### config.mk
export PLATFORM = sky130hd
export DESIGN_NAME = framed_packet_receiver_crc16_unit
export DESIGN_NICKNAME = d
export VERILOG_FILES = /design/src/rtl/frx_pkg.sv /design/src/rtl/frx_cfg_regs.sv /design/src/rtl/frx_deframer.sv /design/src/rtl/framed_packet_receiver_crc16_unit.sv
export SDC_FILE = /design/constraint.sdc
export NUM_CORES = 2
export LEC_CHECK = 0
export BUFFER_PORTS_ARGS = -buffer_cell sky130_fd_sc_hd__buf_4
export CORE_MARGIN = 3
export CORE_UTILIZATION = 25
export CTS_BUF_LIST = sky130_fd_sc_hd__clkbuf_8 sky130_fd_sc_hd__clkbuf_16
export CTS_CLUSTER_DIAMETER = 60
export DETAILED_ROUTE_END_ITERATION = 10
export GPL_ROUTABILITY_DRIVEN = 0
export GPL_TIMING_DRIVEN = 0
export PLACE_DENSITY_LB_ADDON = 0.05
export SLEW_MARGIN = 20
export SYNTH_ARGS = -nofsm -noshare
export SYNTH_HDL_FRONTEND = slang
export SYNTH_HIERARCHICAL = 1
export SYNTH_SLANG_ARGS = --single-unit
### constraint.sdc
create_clock -name clk_i -period 8 [get_ports clk_i]
set_clock_uncertainty 0.05 [all_clocks]
set_input_delay 0.8 -clock clk_i [delete_from_list [all_inputs] [get_ports clk_i]]
set_output_delay 0.8 -clock clk_i [all_outputs]
set_load 0.02 [all_outputs]
### src/rtl/frx_pkg.sv
// package for the framed packet receiver
// event codes, register indexes, configuration struct and the crc-16 byte update
package frx_pkg;

  localparam int unsigned HdrBytesDefault = 80;
  localparam logic [15:0] CrcInit = 16'hFFFF;
  localparam logic [15:0] CrcPoly = 16'h1021;
  localparam int unsigned CfgAddrWidth = 5;

  typedef enum logic [2:0] {
    EV_START       = 3'd0,
    EV_STORED      = 3'd1,
    EV_ACK_COMMIT  = 3'd2,
    EV_ACK_PRELOAD = 3'd3,
    EV_NAK_CRC     = 3'd4,
    EV_ERR_HEADER  = 3'd5
  } event_e;

  typedef enum logic [2:0] {
    REG_MAGIC       = 3'd0,
    REG_WIDTH       = 3'd1,
    REG_HEIGHT      = 3'd2,
    REG_FRAME_LIMIT = 3'd3,
    REG_FRAME_LEN   = 3'd4,
    REG_MAX_PACKET  = 3'd5,
    REG_VERSION     = 3'd6,
    REG_NEXT        = 3'd7
  } reg_idx_e;

  typedef struct packed {
    logic [23:0] magic_word;
    logic [15:0] req_width;
    logic [15:0] req_height;
    logic [15:0] frame_limit;
    logic [15:0] bytes_per_frame;
    logic [23:0] max_packet_bytes;
    logic [7:0]  version_flag;
    logic [7:0]  next_flag;
    logic [15:0] magic_crc;
  } cfg_t;

  // msb-first crc-16, poly 0x1021, one byte
  function automatic logic [15:0] crc_byte(input logic [15:0] crc_in, input logic [7:0] b);
    logic [15:0] c;
    c = crc_in ^ {b, 8'h00};
    for (int i = 0; i < 8; i++) begin
      c = c[15] ? ((c << 1) ^ CrcPoly) : (c << 1);
    end
    return c;
  endfunction

endpackage

### src/rtl/frx_cfg_regs.sv
// apb register file of the framed packet receiver
// depends on frx_pkg for register indexes and the configuration struct
module frx_cfg_regs
  import frx_pkg::*;
(
  input  logic                    clk_i,
  input  logic                    rst_ni,
  input  logic                    psel,
  input  logic                    penable,
  input  logic                    pwrite,
  input  logic [CfgAddrWidth-1:0] paddr,
  input  logic [31:0]             pwdata,
  output logic [31:0]             prdata,
  output logic                    pready,
  output cfg_t                    cfg_o
);

  logic [23:0] magic_q;
  logic [15:0] width_q;
  logic [15:0] height_q;
  logic [15:0] frame_limit_q;
  logic [15:0] frame_len_q;
  logic [23:0] max_packet_q;
  logic [7:0]  version_q;
  logic [7:0]  next_q;
  logic [15:0] magic_crc_q;
  logic [15:0] magic_crc_d;
  logic        wr_en;
  reg_idx_e    idx;

  assign pready = 1'b1;
  assign wr_en  = psel && penable && pwrite;
  assign idx    = reg_idx_e'(paddr[CfgAddrWidth-1:2]);

  // crc state after the three sync bytes
  assign magic_crc_d = crc_byte(crc_byte(crc_byte(CrcInit, magic_q[23:16]),
                                         magic_q[15:8]), magic_q[7:0]);

  always_ff @(posedge clk_i or negedge rst_ni) begin
    if (!rst_ni) begin
      magic_q       <= 24'd4608589;
      width_q       <= 16'd64;
      height_q      <= 16'd32;
      frame_limit_q <= 16'd64;
      frame_len_q   <= 16'd4096;
      max_packet_q  <= 24'd2097152;
      version_q     <= 8'd1;
      next_q        <= 8'd2;
      magic_crc_q   <= CrcInit;
    end else begin
      magic_crc_q <= magic_crc_d;
      if (wr_en) begin
        case (idx)
          REG_MAGIC:       magic_q       <= pwdata[23:0];
          REG_WIDTH:       width_q       <= pwdata[15:0];
          REG_HEIGHT:      height_q      <= pwdata[15:0];
          REG_FRAME_LIMIT: frame_limit_q <= pwdata[15:0];
          REG_FRAME_LEN:   frame_len_q   <= pwdata[15:0];
          REG_MAX_PACKET:  max_packet_q  <= pwdata[23:0];
          REG_VERSION:     version_q     <= pwdata[7:0];
          REG_NEXT:        next_q        <= pwdata[7:0];
          default: ;
        endcase
      end
    end
  end

  always_comb begin
    case (idx)
      REG_MAGIC:       prdata = {8'd0, magic_q};
      REG_WIDTH:       prdata = {16'd0, width_q};
      REG_HEIGHT:      prdata = {16'd0, height_q};
      REG_FRAME_LIMIT: prdata = {16'd0, frame_limit_q};
      REG_FRAME_LEN:   prdata = {16'd0, frame_len_q};
      REG_MAX_PACKET:  prdata = {8'd0, max_packet_q};
      REG_VERSION:     prdata = {24'd0, version_q};
      REG_NEXT:        prdata = {24'd0, next_q};
      default:         prdata = 32'd0;
    endcase
  end

  assign cfg_o.magic_word       = magic_q;
  assign cfg_o.req_width        = width_q;
  assign cfg_o.req_height       = height_q;
  assign cfg_o.frame_limit      = frame_limit_q;
  assign cfg_o.bytes_per_frame  = frame_len_q;
  assign cfg_o.max_packet_bytes = max_packet_q;
  assign cfg_o.version_flag     = version_q;
  assign cfg_o.next_flag        = next_q;
  assign cfg_o.magic_crc        = magic_crc_q;

endmodule

### src/rtl/frx_deframer.sv
// byte deframer: input register, receive state machine with crc, result register
// depends on frx_pkg for event codes, the configuration struct and crc_byte
module frx_deframer
  import frx_pkg::*;
#(
  parameter int unsigned HEADER_BYTES = HdrBytesDefault
) (
  input  logic        clk_i,
  input  logic        rst_ni,
  input  cfg_t        cfg_i,
  input  logic        in_valid_i,
  output logic        in_ready_o,
  input  logic [7:0]  rx_byte_i,
  output logic        out_valid_o,
  input  logic        out_ready_i,
  output logic [2:0]  event_res_o,
  output logic [7:0]  data_byte_o,
  output logic [23:0] offset_o,
  output logic        slot_o,
  output logic [15:0] frame_count_o
);

  typedef enum logic [2:0] {
    PH_IDLE    = 3'd0,
    PH_HEADER  = 3'd1,
    PH_PAYLOAD = 3'd2,
    PH_CRC_H   = 3'd3,
    PH_CRC_L   = 3'd4
  } phase_e;

  localparam logic [23:0] HdrLast   = 24'(HEADER_BYTES - 1);
  localparam logic [23:0] HdrLen    = 24'(HEADER_BYTES);
  localparam logic [33:0] HdrCrcLen = 34'(HEADER_BYTES + 2);
  localparam logic [23:0] OffFlags  = 24'd3;
  localparam logic [23:0] OffFrmHi  = 24'd4;
  localparam logic [23:0] OffFrmLo  = 24'd5;
  localparam logic [23:0] OffWidHi  = 24'd6;
  localparam logic [23:0] OffWidLo  = 24'd7;
  localparam logic [23:0] OffHgtHi  = 24'd8;
  localparam logic [23:0] OffHgtLo  = 24'd9;
  localparam logic [23:0] OffLen0   = 24'd12;
  localparam logic [23:0] OffLen1   = 24'd13;
  localparam logic [23:0] OffLen2   = 24'd14;
  localparam logic [23:0] OffLen3   = 24'd15;
  localparam logic [23:0] OffMagic  = 24'd3;

  logic        in_vld_q, in_vld_d;
  logic [7:0]  in_byte_q, in_byte_d;
  phase_e      phase_q, phase_d;
  logic [23:0] window_q, window_d;
  logic [23:0] idx_q, idx_d;
  logic [15:0] crc_q, crc_d;
  logic        fill_q, fill_d;
  logic [7:0]  flags_q, flags_d;
  logic [15:0] frames_q, frames_d;
  logic [15:0] width_q, width_d;
  logic [15:0] height_q, height_d;
  logic [31:0] len_q, len_d;
  logic [7:0]  crc_hi_q, crc_hi_d;
  logic [23:0] last_pos_q, last_pos_d;
  logic [31:0] prod_q, prod_d;
  logic        out_vld_q, out_vld_d;
  event_e      ev_q, ev_d;
  logic [7:0]  data_q, data_d;
  logic [23:0] off_q, off_d;
  logic        slot_q, slot_d;
  logic [15:0] fc_q, fc_d;

  logic        advance;
  logic [7:0]  b;
  logic [15:0] crc_step;
  logic [23:0] win;
  logic        hdr_good;

  assign advance    = in_vld_q && (!out_vld_q || out_ready_i);
  assign in_ready_o = !in_vld_q || advance;
  assign b          = in_byte_q;
  assign crc_step   = crc_byte(crc_q, b);
  assign win        = {window_q[15:0], b};
  assign prod_d     = {16'd0, frames_q} * {16'd0, cfg_i.bytes_per_frame};

  always_comb begin
    in_vld_d   = in_vld_q;
    in_byte_d  = in_byte_q;
    phase_d    = phase_q;
    window_d   = window_q;
    idx_d      = idx_q;
    crc_d      = crc_q;
    fill_d     = fill_q;
    flags_d    = flags_q;
    frames_d   = frames_q;
    width_d    = width_q;
    height_d   = height_q;
    len_d      = len_q;
    crc_hi_d   = crc_hi_q;
    last_pos_d = last_pos_q;
    out_vld_d  = out_vld_q && !out_ready_i;
    ev_d       = ev_q;
    data_d     = data_q;
    off_d      = off_q;
    slot_d     = slot_q;
    fc_d       = fc_q;
    hdr_good   = 1'b0;

    if (in_valid_i && in_ready_o) begin
      in_vld_d  = 1'b1;
      in_byte_d = rx_byte_i;
    end else if (advance) begin
      in_vld_d = 1'b0;
    end

    if (advance) begin
      data_d = b;
      off_d  = idx_q;
      slot_d = fill_q;
      fc_d   = 16'd0;
      ev_d   = EV_STORED;
      case (phase_q)
        PH_HEADER: begin
          case (idx_q)
            OffFlags: flags_d  = b;
            OffFrmHi: frames_d = {b, 8'd0};
            OffFrmLo: frames_d = {frames_q[15:8], b};
            OffWidHi: width_d  = {b, 8'd0};
            OffWidLo: width_d  = {width_q[15:8], b};
            OffHgtHi: height_d = {b, 8'd0};
            OffHgtLo: height_d = {height_q[15:8], b};
            OffLen0:  len_d    = {24'd0, b};
            OffLen1, OffLen2, OffLen3: len_d = {len_q[23:0], b};
            default: ;
          endcase
          crc_d     = crc_step;
          idx_d     = idx_q + 24'd1;
          out_vld_d = 1'b1;
          if (idx_q == HdrLast) begin
            hdr_good = (width_d == cfg_i.req_width) &&
                       (height_d == cfg_i.req_height) &&
                       (frames_d != 16'd0) && (frames_d <= cfg_i.frame_limit) &&
                       (len_d == prod_q) &&
                       (({2'd0, len_d} + HdrCrcLen) <= {10'd0, cfg_i.max_packet_bytes}) &&
                       ((flags_d == cfg_i.version_flag) || (flags_d == cfg_i.next_flag));
            if (!hdr_good) begin
              phase_d = PH_IDLE;
              idx_d   = 24'd0;
              ev_d    = EV_ERR_HEADER;
              fc_d    = frames_d;
            end else begin
              phase_d    = (len_d == 32'd0) ? PH_CRC_H : PH_PAYLOAD;
              last_pos_d = HdrLen + len_d[23:0] - 24'd1;
            end
          end
        end
        PH_PAYLOAD: begin
          crc_d     = crc_step;
          idx_d     = idx_q + 24'd1;
          out_vld_d = 1'b1;
          if (idx_q == last_pos_q) begin
            phase_d = PH_CRC_H;
          end
        end
        PH_CRC_H: begin
          crc_hi_d  = b;
          idx_d     = idx_q + 24'd1;
          phase_d   = PH_CRC_L;
          out_vld_d = 1'b1;
        end
        PH_CRC_L: begin
          phase_d   = PH_IDLE;
          idx_d     = 24'd0;
          out_vld_d = 1'b1;
          fc_d      = frames_q;
          if ({crc_hi_q, b} != crc_q) begin
            ev_d = EV_NAK_CRC;
          end else if (flags_q == cfg_i.next_flag) begin
            ev_d = EV_ACK_PRELOAD;
          end else begin
            ev_d   = EV_ACK_COMMIT;
            fill_d = !fill_q;
          end
        end
        default: begin
          phase_d = PH_IDLE;
          if (win != cfg_i.magic_word) begin
            window_d = win;
          end else begin
            window_d  = 24'd0;
            crc_d     = cfg_i.magic_crc;
            idx_d     = OffMagic;
            phase_d   = PH_HEADER;
            out_vld_d = 1'b1;
            ev_d      = EV_START;
            off_d     = 24'd0;
          end
        end
      endcase
    end
  end

  always_ff @(posedge clk_i or negedge rst_ni) begin
    if (!rst_ni) begin
      in_vld_q   <= 1'b0;
      in_byte_q  <= 8'd0;
      phase_q    <= PH_IDLE;
      window_q   <= 24'd0;
      idx_q      <= 24'd0;
      crc_q      <= CrcInit;
      fill_q     <= 1'b0;
      flags_q    <= 8'd0;
      frames_q   <= 16'd0;
      width_q    <= 16'd0;
      height_q   <= 16'd0;
      len_q      <= 32'd0;
      crc_hi_q   <= 8'd0;
      last_pos_q <= 24'd0;
      prod_q     <= 32'd0;
      out_vld_q  <= 1'b0;
      ev_q       <= EV_START;
      data_q     <= 8'd0;
      off_q      <= 24'd0;
      slot_q     <= 1'b0;
      fc_q       <= 16'd0;
    end else begin
      in_vld_q   <= in_vld_d;
      in_byte_q  <= in_byte_d;
      phase_q    <= phase_d;
      window_q   <= window_d;
      idx_q      <= idx_d;
      crc_q      <= crc_d;
      fill_q     <= fill_d;
      flags_q    <= flags_d;
      frames_q   <= frames_d;
      width_q    <= width_d;
      height_q   <= height_d;
      len_q      <= len_d;
      crc_hi_q   <= crc_hi_d;
      last_pos_q <= last_pos_d;
      prod_q     <= prod_d;
      out_vld_q  <= out_vld_d;
      ev_q       <= ev_d;
      data_q     <= data_d;
      off_q      <= off_d;
      slot_q     <= slot_d;
      fc_q       <= fc_d;
    end
  end

  assign out_valid_o   = out_vld_q;
  assign event_res_o   = ev_q;
  assign data_byte_o   = data_q;
  assign offset_o      = off_q;
  assign slot_o        = slot_q;
  assign frame_count_o = fc_q;

endmodule

### src/rtl/framed_packet_receiver_crc16_unit.sv
// framed packet receiver with crc-16 check: an input item accepted into the input register
// has its result item computed by the state machine and held in the output register
// throughput is one byte per cycle while the output is not stalled
// a stalled output holds the result and the input register, one item deep
// reset returns to sync search, clears the fill slot and restores register defaults
// depends on frx_pkg, frx_cfg_regs and frx_deframer
module framed_packet_receiver_crc16_unit
  import frx_pkg::*;
#(
  parameter int unsigned HEADER_BYTES = HdrBytesDefault
) (
  input  logic                    clk_i,
  input  logic                    rst_ni,
  input  logic                    psel,
  input  logic                    penable,
  input  logic                    pwrite,
  input  logic [CfgAddrWidth-1:0] paddr,
  input  logic [31:0]             pwdata,
  output logic [31:0]             prdata,
  output logic                    pready,
  input  logic                    in_valid_i,
  output logic                    in_ready_o,
  input  logic [7:0]              rx_byte_i,
  output logic                    out_valid_o,
  input  logic                    out_ready_i,
  output logic [2:0]              event_res_o,
  output logic [7:0]              data_byte_o,
  output logic [23:0]             offset_o,
  output logic                    slot_o,
  output logic [15:0]             frame_count_o
);

  cfg_t cfg;

  frx_cfg_regs u_cfg (
    .clk_i   (clk_i),
    .rst_ni  (rst_ni),
    .psel    (psel),
    .penable (penable),
    .pwrite  (pwrite),
    .paddr   (paddr),
    .pwdata  (pwdata),
    .prdata  (prdata),
    .pready  (pready),
    .cfg_o   (cfg)
  );

  frx_deframer #(
    .HEADER_BYTES (HEADER_BYTES)
  ) u_deframer (
    .clk_i         (clk_i),
    .rst_ni        (rst_ni),
    .cfg_i         (cfg),
    .in_valid_i    (in_valid_i),
    .in_ready_o    (in_ready_o),
    .rx_byte_i     (rx_byte_i),
    .out_valid_o   (out_valid_o),
    .out_ready_i   (out_ready_i),
    .event_res_o   (event_res_o),
    .data_byte_o   (data_byte_o),
    .offset_o      (offset_o),
    .slot_o        (slot_o),
    .frame_count_o (frame_count_o)
  );

endmodule

Yosys cells after proc, flatten, opt, wreduce, memory -nomap -nowiden:

Index checks and enable logic that the tools add are counted.

* flip-flop bits (word level): 418
* bits in latches: 0
* RAM bits: 0
* memory bits (read-only): 0
* input port bits: 52
* output and inout port bits: 87
* word-level logic and storage cells: 233
* memories: 0

* $add $sub $neg: 4
* $mul: 1
* divide/modulo/power cells: 0
* $lt $le $gt $ge: 2
* equal/unequal tests: 36
* shifts and indexed selects: 0
* multiplexer cells: 77
* bitwise logic cells: 40
* reduce and logical (&&, ||, !) cells: 43

Operators with widths (number)
* two-way mux 13 bit: 32
* case mux 32 bit (8 select lines): 1
* two-way mux 16 bit: 10
* case mux 16 bit (2 select lines): 5
* == test 24 x 4 -> 1 bit (second input constant): 6
* two-way mux 24 bit: 5
* == test 24 x 3 -> 1 bit (second input constant): 4
* NOT 3 bit: 32
* case mux 24 bit (3 select lines): 1
* two-way mux 32 bit: 2
* case mux 32 bit (2 select lines): 1
* bitwise XOR 16 bit: 3
* <= comparator 34 x 24 -> 1 bit: 1
* adder 32 x 7 -> 33 bit (second input constant): 1
* == test 16 bit: 2
* == test 32 bit: 1
* logical NOT 32 bit: 1
* multiplier 16 x 16 -> 32 bit: 1
* adder 24 x 1 -> 24 bit (second input constant): 1
* adder 7 x 24 -> 24 bit (first input constant): 1
* == test 24 x 2 -> 1 bit (second input constant): 1
* == test 24 bit: 1
* == test 24 x 7 -> 1 bit (second input constant): 1
* == test 8 bit: 3
* other kinds (29): 86

Logic depth before layout (Yosys ltp):

* word-level depth: 51
* depth in mapped cells: 35
* gate-level depth less buffers: 30

Cells and area by module:

The synthesis kept the hierarchy.

By module, submodules not included
* frx_deframer: instances 1, cells an instance 2902, area each 26045.0 µm²
* frx_cfg_regs: instances 1, cells an instance 538, area each 6955.4 µm²

Least setup slack after synthesis:

No wires, ideal clock.

* kind: register to register
* start point: register u_deframer.idx_q[0]
* end point: register u_deframer.last_pos_q[10]
* setup time: 125 ps
* data arrival time: 6911 ps
* required time: 7825 ps
* path slack: 914 ps
* cell stages (with the launch flop): 36
* path buffers: 5
* clock period less this slack: 7086 ps
* path through: dfrtp_1 inv_1 ha_1 clkbuf_1 nor4_1 nor4_2 nand2_2 clkbuf_1 clkbuf_1 clkbuf_1 nor2_1 a21oi_1 inv_1 ha_1 a21o_1 a21oi_1 o21ai_0 o21ai_0 nand3b_1 nor2_1 nand2_1 nor2_1 xor2_1 ha_1 a211o_1 o211ai_1 a21oi_1 o31ai_1 nand3b_1 a2111oi_0 o2111a_1 and4bb_1 and4_4 nand2_4 buf_6 mux2_4

* longest elaborated chain between the ends: 12
* elaborated cells on any way between the ends: 47
* those cells by class: add/sub: 3; order compare: 2; eq/ne: 17; mux: 15; reduce/logical: 10

Ends and longest elaborated chain
* start: declaration: RTL line frx_deframer.sv:51 `logic [23:0] idx_q, idx_d;`
* start signal: assignment: RTL line frx_deframer.sv:227 `idx_q <= idx_d;`
* parallel branches: the longest is 12 deep, another holds <= comparator 34 x 24 -> 1 bit
* end signal: assignment: RTL line frx_deframer.sv:236 `last_pos_q <= last_pos_d;`
* end: declaration: RTL line frx_deframer.sv:60 `logic [23:0] last_pos_q, last_pos_d;`

Several ways; the timed one is not identified. The select of a mux whose other input is x is not followed.
A chain may end at the register's enable or synchronous reset.

Worst setup path after layout:

* start point: register u_deframer.idx_q[19]
* end point: register u_deframer.fc_q[11] (netlist: u_deframer/frame_count_o[11])

* longest elaborated chain between the ends: 14
* elaborated cells on any way between the ends: 47
* those cells by class: add/sub: 1; order compare: 2; eq/ne: 17; mux: 18; reduce/logical: 9

Ends and longest elaborated chain
* parallel branches: the longest is 12 deep, another holds <= comparator 34 x 24 -> 1 bit
* two-way mux 16 bit (*): RTL line frx_deframer.sv:135 `if (idx_q == HdrLast) begin`
* case mux 16 bit (2 select lines) (*): RTL line frx_deframer.sv:118 `case (phase_q)`
* end signal: assignment: RTL line frx_deframer.sv:221 `fc_q <= 16'd0;`
* end signal: assignment: RTL line frx_deframer.sv:243 `fc_q <= fc_d;`
* end: declaration: RTL line frx_deframer.sv:67 `logic [15:0] fc_q, fc_d;`

Mark *: on every way between the ends. The select of a mux whose other input is x is not followed.

==> run metrics <==
status=finished clean; worst rel slew slack=0.189; reg2reg path depth=23; Setup violations, final=0; Reg2Reg Setup Slack=0.15 ns; synth warn=6; placed cells=5317; CTS tree=built; antenna-violating nets left=0; Post-Layout Cell Count=5425; core footprint=0.130 mm^2; Tmin final=7.85 ns; Post-DP HPWL=116000 um; max-cap viol count=0; PortBufs=119; top cells by area, synth=dfrtp_1 (28%), fa_1 (12%), ha_1 (5.8%), mux2_2 (5.5%), xnor2_1 (4.9%); H-tree depth=3; drt wl/cell=27.3 um; Static Leak=17.7 nW; worst setup path endpoint=u_deframer/frame_count_o[11]$_DFFE_PN0P_; clock slew at the register clock pins of the worst setup and hold paths=0.06 ns; Worst Path Required=8.48 ns; Die X-Extent=369 um; Pwr Density=193 mW/mm^2; Hold Crit Class=input port to asynchronous set/reset pin; CP Cell Sequence=buf_2, or4_1, buf_2, or4_4, clkbuf_1, clkbuf_1, nor3_1, and2_1, clkbuf_1, a22o_1, ha_1, a21o_1, a21o_1, a21oi_1, o21a_1, a21oi_1, nor3_1, nand4_1, nor4_1, and4_1, a2111oi_4, buf_4, a21o_1; Design Power=7.51 mW; total gr overflow=0; Synth area leader=dfrtp_1; die area=0.136 mm^2; total number of vias=26900; num rows=132; peak supply drop=163 uV; Routed WL=148000 um; crit start category=flip-flop; worst-skew pair later-pin latency=0.66 ns; crit path DAT=8.33 ns; layout net count=4026; CTS Buf Count=66; # IOs=139; Hold Vio Cnt, Final=0; CP Class=flip-flop to flip-flop; share of layout cells above drive strength 1=0.171; CTS Buffer Depth=3; drt drc=0; crit-path max FO=10; synth unique cells=102; commonest register cell after synthesis=dfrtp_1; Setup crit start=u_deframer/idx_q[19]$_DFFE_PN0P_; initial core utilization=0.253; worst slew pin tran=1.21 ns; Setup crit end kind=flip-flop; RSZ-0062 raised after global routing=false; post-synth top area share=0.280; Avg Cell Area, Syn=9.59 um^2; area of placed instances=0.0363 mm^2; Slew Limit Fails=0; Finished Cell Area=0.0388 mm^2; initial antenna violation count=8; Vias/cell=4.97; Die Y=369 um; First-pass DRT Iterations=6; Fill cells=13800; gr usage total=0.216; Worst R2R End=u_deframer/frame_count_o[11]$_DFFE_PN0P_; post-route setup slack=0.151 ns; post-synthesis sequential area ratio=0.319; synthesized flop and latch total=418; Final period util=0.981; fmax=0.127 GHz; Sink Count=418; Fin Hold WS=0.108 ns; Worst path slowest cell=nor3_1; vias in the first global route=28000; Initial DRC Count=1944; CTS root buf=clkbuf_16; Cells after Synth=3440; r2r startpoint=u_deframer/idx_q[19]$_DFFE_PN0P_; Post-synth ARST share=1.00; Worst path max stage delay=0.75 ns; cts hold-fix bufs=0; Post-synth EDFFs=0; first-pass GRT wire length=213000 um; pin count of the biggest net entering global routing=82; Syn Std Cell Area=0.0330 mm^2; Place WS=-3.30 ns; synthesis-to-finish area growth=17.7%
## flip-flops by register name, summed over array words and instances (netlist names), 24 cells and up
name and count:
u_deframer/offset_o 24, u_cfg/magic_q 24, u_deframer/prod_q 32, u_deframer/len_q 32, u_deframer/idx_q 24, u_cfg/max_packet_q 24
u_deframer/last_pos_q 24
## worst min path at each step
stage / slack, ns / endpoint
floorplan: 0.39 / u_deframer/fill_q$_DFFE_PN0P_
global placement: 0.41 / u_deframer/fill_q$_DFFE_PN0P_
detailed placement: 0.42 / u_deframer/fill_q$_DFFE_PN0P_
CTS: 0.09 / u_cfg/magic_q[16]$_DFFE_PN0P_
global route: 0.12 / u_cfg/max_packet_q[16]$_DFFE_PN0P_
finish: 0.11 / u_cfg/magic_q[16]$_DFFE_PN0P_
## metrics by stage
step / TNS [ns] / util
global route: 0 / 0.298
global placement: -201.36 / 0.277
CTS: 0 / 0.297
finish: 0 / 0.298
detailed placement: -200.32 / 0.279
floorplan: 0 / -
## worst max-delay path, delay by kind of cell (launching register included)
family,cells,cell delay (ns)
buf+inv,6,1.74
fa+ha+maj,1,0.30
flops,1,0.35
compound gates,8,1.52
simple gates,8,3.74
## routing by layer
metal,up-vias,GRT usage,share of wire
met2,706,0.339,0.45
met1,13800,0.312,0.49
met4,0,0.0540,0.027
li1,12200,-,-
met3,168,0.0288,0.042
met5,-,0,0
## Yosys cell counts (55+ instances only)
library cell	n
a21oi_1	99
a22o_1	103
and2_1	108
clkbuf_1	156
dfrtp_1	369
fa_1	194
ha_1	152
inv_1	307
mux2_2	160
nand2_1	427
nand4_1	55
nor2_1	127
nor4_1	56
o21ai_0	133
xnor2_1	185
xor2_1	109
## area by class of cell
type	instances	area, um^2	area share
plain buffers	189	876	0.0225
inverters	312	1170	0.0301
clock buffers	73	1780	0.0459
multi-input cells	2504	20700	0.532
repair buffers	137	1150	0.0295
well taps	1742	2180	0.0561
clock inverters	48	489	0.0126
diodes	2	5.00	0.000129
flip-flops and latches	418	10500	0.271
## timing repair
item	4_1_cts	5_1_grt
buffers inserted	4	5
pin swaps	3	6
gates cloned	0	0
resized for setup	48	51
endpoints found under the setup margin	70	66
## power breakdown
group          leakage, nW  switching, mW  internal, mW
clock                 1.14           1.17          1.85
sequential            5.42          0.398          2.38
combinational         11.1           1.03         0.687
## cells by family (layout without fill, tap and decap cells)
| family | Yosys count | count (layout) | share of synthesized area |
|---|---|---|---|
| other | 2 | 11 | 0.000228 |
| and+or+nand+nor | 1027 | 1027 | 0.158 |
| DFF | 418 | 418 | 0.319 |
| xor gates and xnor gates | 302 | 302 | 0.0824 |
| buffers and inverters | 525 | 759 | 0.0630 |
| adders and majority gates | 346 | 346 | 0.175 |
| muxes | 204 | 204 | 0.0711 |
| AOI/OAI and AO/OA | 616 | 616 | 0.131 |
## cell usage in the layout (no fill, tap or decap), types with 108 or more instances in the layout
master     n
and2_1   108
buf_4    144
dfrtp_1  363
fa_1     194
ha_1     147
inv_1    320
mux2_2   160
nand2_1  427
nor2_1   123
o21ai_0  131
xnor2_1  184
xor2_1   109
No activity file was read; power rests on OpenSTA's default activity.
